`src/rtl/core/lwd_pkg.sv`:
```
// shared types and constants for the lz77 window decompressor
`timescale 1ns / 1ps

package lwd_pkg;

    // history window geometry
    localparam int HIST_DEPTH = 4096;
    localparam int HIST_AW    = $clog2(HIST_DEPTH);

    // output size field from the header and the running byte count
    localparam int SIZE_W  = 24;
    localparam int COUNT_W = SIZE_W + 1;

    // copy length: high nibble plus three, at most eighteen
    localparam int LEN_W     = 5;
    localparam int MIN_MATCH = 3;

    // tokens governed by one flag byte
    localparam int TOKENS_PER_FLAG = 8;
    localparam int TOK_W           = 4;

    // parse phases of the compressed stream
    localparam logic [1:0] PH_HEADER = 2'd0;
    localparam logic [1:0] PH_FLAG   = 2'd1;
    localparam logic [1:0] PH_TOKEN  = 2'd2;
    localparam logic [1:0] PH_REF2   = 2'd3;

    // commands from the controller to the datapath
    typedef struct packed {
        logic load_in;     // capture the accepted input word
        logic parse;       // header, flag or first reference byte
        logic emit_lit;    // write the literal out
        logic start_copy;  // set up length and distance of a reference
        logic issue_rd;    // read the window for the next copied byte
        logic emit_copy;   // write the copied byte out
    } lwd_cmd_t;

    // status from the datapath to the controller
    typedef struct packed {
        logic [1:0] phase;      // current parse phase
        logic       ref_bit;    // flag bit of the current token
        logic       slot_free;  // output register can take a word
        logic       copy_last;  // the pending copied byte is the final one
    } lwd_status_t;

endpackage

```
`src/rtl/core/lwd_ctrl.sv`:
```
// controller state machine sequencing decode and window copies
`timescale 1ns / 1ps

module lwd_ctrl (
    input  logic                clk,
    input  logic                rst_n,
    input  logic                in_valid,
    output logic                in_ready,
    input  lwd_pkg::lwd_status_t status,
    output lwd_pkg::lwd_cmd_t    cmd
);
    import lwd_pkg::*;

    localparam logic [1:0] S_IDLE = 2'd0;
    localparam logic [1:0] S_DEC  = 2'd1;
    localparam logic [1:0] S_RD   = 2'd2;
    localparam logic [1:0] S_WR   = 2'd3;

    logic [1:0] state_reg;
    logic [1:0] state_next;

    // state register
    always_ff @(posedge clk or negedge rst_n)
    begin
        if (!rst_n)
        begin
            state_reg <= S_IDLE;
        end
        else
        begin
            state_reg <= state_next;
        end
    end

    // next state and commands
    always_comb
    begin
        state_next = state_reg;
        cmd        = '0;
        in_ready   = 1'b0;
        case (state_reg)
            S_IDLE:
            begin
                in_ready = 1'b1;
                if (in_valid)
                begin
                    cmd.load_in = 1'b1;
                    state_next   = S_DEC;
                end
            end
            S_DEC:
            begin
                if (status.phase == PH_REF2)
                begin
                    cmd.start_copy = 1'b1;
                    state_next     = S_RD;
                end
                else if (status.phase == PH_TOKEN && !status.ref_bit)
                begin
                    // literal waits for room in the output register
                    if (status.slot_free)
                    begin
                        cmd.emit_lit = 1'b1;
                        state_next   = S_IDLE;
                    end
                end
                else
                begin
                    cmd.parse  = 1'b1;
                    state_next = S_IDLE;
                end
            end
            S_RD:
            begin
                cmd.issue_rd = 1'b1;
                state_next   = S_WR;
            end
            S_WR:
            begin
                if (status.slot_free)
                begin
                    cmd.emit_copy = 1'b1;
                    state_next    = status.copy_last ? S_IDLE : S_RD;
                end
            end
            default:
            begin
                state_next = S_IDLE;
            end
        endcase
    end

endmodule

```
`config.mk`:
```
export PLATFORM = sky130hd
export DESIGN_NAME = lwd_ctrl
export DESIGN_NICKNAME = d
export VERILOG_FILES = /design/src/rtl/core/lwd_pkg.sv /design/src/rtl/core/lwd_ctrl.sv
export SDC_FILE = /design/constraint.sdc
export NUM_CORES = 1
export LEC_CHECK = 0
export ABC_AREA = 1
export BUFFER_PORTS_ARGS = -buffer_cell sky130_fd_sc_hd__buf_2
export CAP_MARGIN = 20
export CORE_AREA = 2 2 39 41
export DETAILED_ROUTE_END_ITERATION = 16
export DIE_AREA = 0 0 41 43
export PLACE_DENSITY = 0.39
export SLEW_MARGIN = 10
export SYNTH_ARGS = -nofsm -noshare
export SYNTH_HDL_FRONTEND = slang
export SYNTH_SLANG_ARGS = --single-unit
```
`constraint.sdc`:
```
create_clock -name clk -period 1.2 [get_ports clk]
set_input_delay 0.06 -clock clk [delete_from_list [all_inputs] [get_ports clk]]
set_output_delay 0.06 -clock clk [all_outputs]
set_load 0.01 [all_outputs]
```
* Word-level counts from Yosys, hierarchy flattened
Cells that the tools add are included.
** Word-level totals
- Output and inout port bits :: 7
- Register bits after elaboration :: 2
- Bits of input ports :: 8
** Cells by class
- Multiplexer cells :: 18
- Reductions and logical operators :: 4
- Equal/unequal tests :: 8
** Operators by type and width (count)
- 2-to-1 mux 2 bit :: 7
- 2-to-1 mux 1 bit :: 9
- == test 2 bit, second input constant :: 4
- case mux 2 bit (4 select lines) :: 1
- inequality test 2 bit, second input constant :: 2
- inequality test 4 bit, second input constant :: 1
- 2-to-1 mux 3 bit :: 1
- AND reduction 3 bit :: 1
- == test 2 x 1 -> 1 bit, second input constant :: 1
- zero test 2 bit :: 1
- logical AND 1 bit :: 1
- zero test 1 bit :: 1

* Depth between registers and ports, before layout
- Word-level depth :: 5
- Depth in mapped cells :: 7

* Worst setup path before layout
OpenSTA, ideal clock, no wires.
- Path kind :: register -> register
- Start point :: register state_reg[0]
- End point :: register state_reg[1]
- Data required time :: 1081 ps
- Setup slack :: 196 ps
- Path buffers :: 1
- Stages on the path, launching flop included :: 8
- Data arrival time :: 885 ps
- Setup time :: 119 ps
- Path through :: dfrtp_1 buf_6 nor2_2 nand2_2 nand2_1 inv_1 nand3_2 nand2_1
** Between the ends
- Cells in the longest elaborated chain, start to end :: 3
** Ends and longest elaborated chain
- start, declared :: RTL line lwd_ctrl.sv:19 : logic [1:0] state_reg;
- start signal, assigned :: RTL line lwd_ctrl.sv:31 : state_reg <= state_next;
- == test 2 x 1 -> 1 bit, or another cell as far along :: RTL line lwd_ctrl.sv:41 : case (state_reg)
- inequality test 4 bit (no line) or inequality test 2 bit (tied branches)
- AND reduction 3 bit (no line)
Parallel ways exist; a longest one is shown, timed or not.
A chain may end at the register's enable or synchronous reset.

==> results.yml <==
status:
  status: "complete, no violations"
global_routing:
  grt_start_max_net_pins: 9
  first_global_vias: 223
  gr-usage-all-layers: 0.0693
  grt_pass1_wl_um: 828
  antenna_found_initial: 0
  grt_overflow: 0
timing:
  max_freq_ghz: 0.874
  worstMarginPinSlew_ns: 0.205
  period_minus_slack_ns: 1.14
  worst_slack_ns: 0.0554
  rsz0062_at_grt: "yes"
  fin_crit_sh: 0.954
  holdWs_ns: 0.152
  fin_skew_ns: 0.00261
  hold_viol: 0
  setup_viol: 0
  slew-limit-headroom: 0.862
  maxSlewViolCount: 0
  setup_tns_ns: 0
logic_synthesis:
  synth-seq-cells: 2
  synthArstFlopShare: 1.00
  ys_warn_count: 0
  synthTopCellsByArea: "dfrtp_1, nand2_1, nand3_2"
  yosysUniqueCellTypes: 16
  yosysMostFrequentCell: "nand2_1"
  syn_area_sq_um: 209
  synthTopCellsByCount: "nand2_1, nor2_1, inv_1"
  ys_seq_area_frac: 0.240
  synth_area_leader_cell: "dfrtp_1"
  avgSynthCellArea_sq_um: 6.15
  synth_edf_count: 0
  synth_cells: 34
  synth-main-ff-cell: "dfrtp_1"
  synth_top_area_share: 0.240
  synth_fp_nets: 42
critical_path:
  critical_path_required_ns: 1.14
  timing_worst_setup_path_type: "flop to output pin"
  cp.arrival_ns: 1.08
  crit_fanout: 4
  end_kind: "output pin"
  critPathLaunchType: "flop"
layout:
  layout.nets: 64
  largest_reg_flops: 2
  multi_input_area_sq_um: 126
  layout-drive-gt1-share: 0.537
  post-route-util: 0.253
  instances_no_fill: 70
  antennaDiodeCount: 0
  final-seq-area_sq_um: 52.6
  num-fill-cells: 161
  synthToLayoutAreaGrowth_pct: 67.7
cts:
  clockBufferDepth: 2
  cts-root-buf: "clkbuf_4"
  cts_buffers: 3
  cts_sinks: 2
  path_clk_slew_ns: 0.03
  cts_tree: "done"
  clk_latency_ns: 0.22
  cts-htree-levels: 1
placed_design:
  dp_hpwl_um: 407
  portBuffers: 14
  gp_congestion: 0.677
  post-place-ws_ns: 0.195
  placed_cells: 63
floorplanning:
  ios: 15
  initial_utilization: 0.151
  num_rows: 14
  fp.dieArea_sq_um: 1760
  coreArea_sq_um: 1380
  dieHeight_um: 43
  die_w_um: 41
power_and_ir_drop:
  ir_drop_uv: 385
  powerDensity_nw_per_um2: 2050
  power.leakage_nw: 0.203
job:
  cap_violations: 0
route:
  route.detailed.drc: 0
  routed_wl_um: 513
  vias: 278
  avgViaCountPerCell: 3.97
  firstDrtPassIters: 1
  drt_iter0_drc: 0
  final_antenna_net_count: 0
  wl_per_cell_um: 7.33
hold_path:
  hold_path_class: "input pin to async pin"
-- worst paths after layout --
kind / depth (start not counted) / start / end / slack, ns
hold / removal: 2 / rst_n / state_reg[0] / 0.15
setup / recovery: 4 / state_reg[1] / cmd[3] / 0.06
hold reg to reg: 1 / state_reg[0] / state_reg[0] / 0.60
setup reg to reg: 7 / state_reg[0] / state_reg[1] / 0.12
min in group clk: 4 / status[1] / state_reg[0] / 0.18
max in group asynchronous: 2 / rst_n / state_reg[1] / 0.94
-- worst max-delay path, cell delays in order (launching register included) --
cell     delay, ns
dfrtp_2       0.41
inv_2         0.08
nand2_4       0.06
nor4_1        0.15
buf_2         0.17
-- power breakdown --
| group | internal (mW) | leakage [nW] | switching (mW) |
|---|---|---|---|
| sequential | 0.105 | 0.0224 | 0.0547 |
| combinational | 0.201 | 0.167 | 0.213 |
| clock | 0.110 | 0.0138 | 0.0363 |
-- cell usage in the layout (no fill, tap or decap), drive strengths merged --
cell,netlist,final
buf,1,17
nand2,10,10
nor2,6,6
inv,6,6
clkbuf,0,3
nand3,3,3
dfrtp,2,2
nor4,1,1
clkinv,1,1
nor3,1,1
a21oi,1,1
o21ai,1,1
o211ai,1,1
dlygate4sd3,0,1
-- kinds of logic after synthesis --
| group | Yosys count | share of synthesized area |
|---|---|---|
| buffers and inverters | 8 | 0.180 |
| DFF | 2 | 0.240 |
| AOI/OAI and AO/OA | 3 | 0.0838 |
| and+or+nand+nor | 21 | 0.497 |
-- final cells by class --
| class | count | area share |
|---|---|---|
| multi-input cells | 24 | 0.361 |
| flip-flops and latches | 2 | 0.150 |
| well taps | 16 | 0.0571 |
| clock buffers | 3 | 0.0643 |
| repair buffers | 18 | 0.293 |
| inverters | 7 | 0.0750 |
-- layer usage --
| metal | up-vias | part of all wire | GRT usage |
|---|---|---|---|
| li1 | 148 | - | - |
| met1 | 127 | 0.37 | 0.0868 |
| met2 | 3 | 0.59 | 0.103 |
| met3 | 0 | 0.039 | 0 |
| met4 | 0 | 0 | 0.0600 |
| met5 | - | 0 | 0 |
-- what timing repair did --
item / CTS / global route
endpoints found under the hold margin: 2 / 0
cloned: 0 / 0
setup endpoints to repair: 2 / 2
setup buffers: 1 / 2
pin swaps: 0 / 1
resized for setup: 2 / 1
hold buffers: 1 / 0
-- stage by stage --
step	total power, mW	area (sq um)
6_report	0.720	350
5_1_grt	0.806	350
4_1_cts	0.668	330
3_5_place_dp	0.483	288
3_3_place_gp	0.484	288
2_1_floorplan	0.411	209
Power figures use the tool's default switching activity.
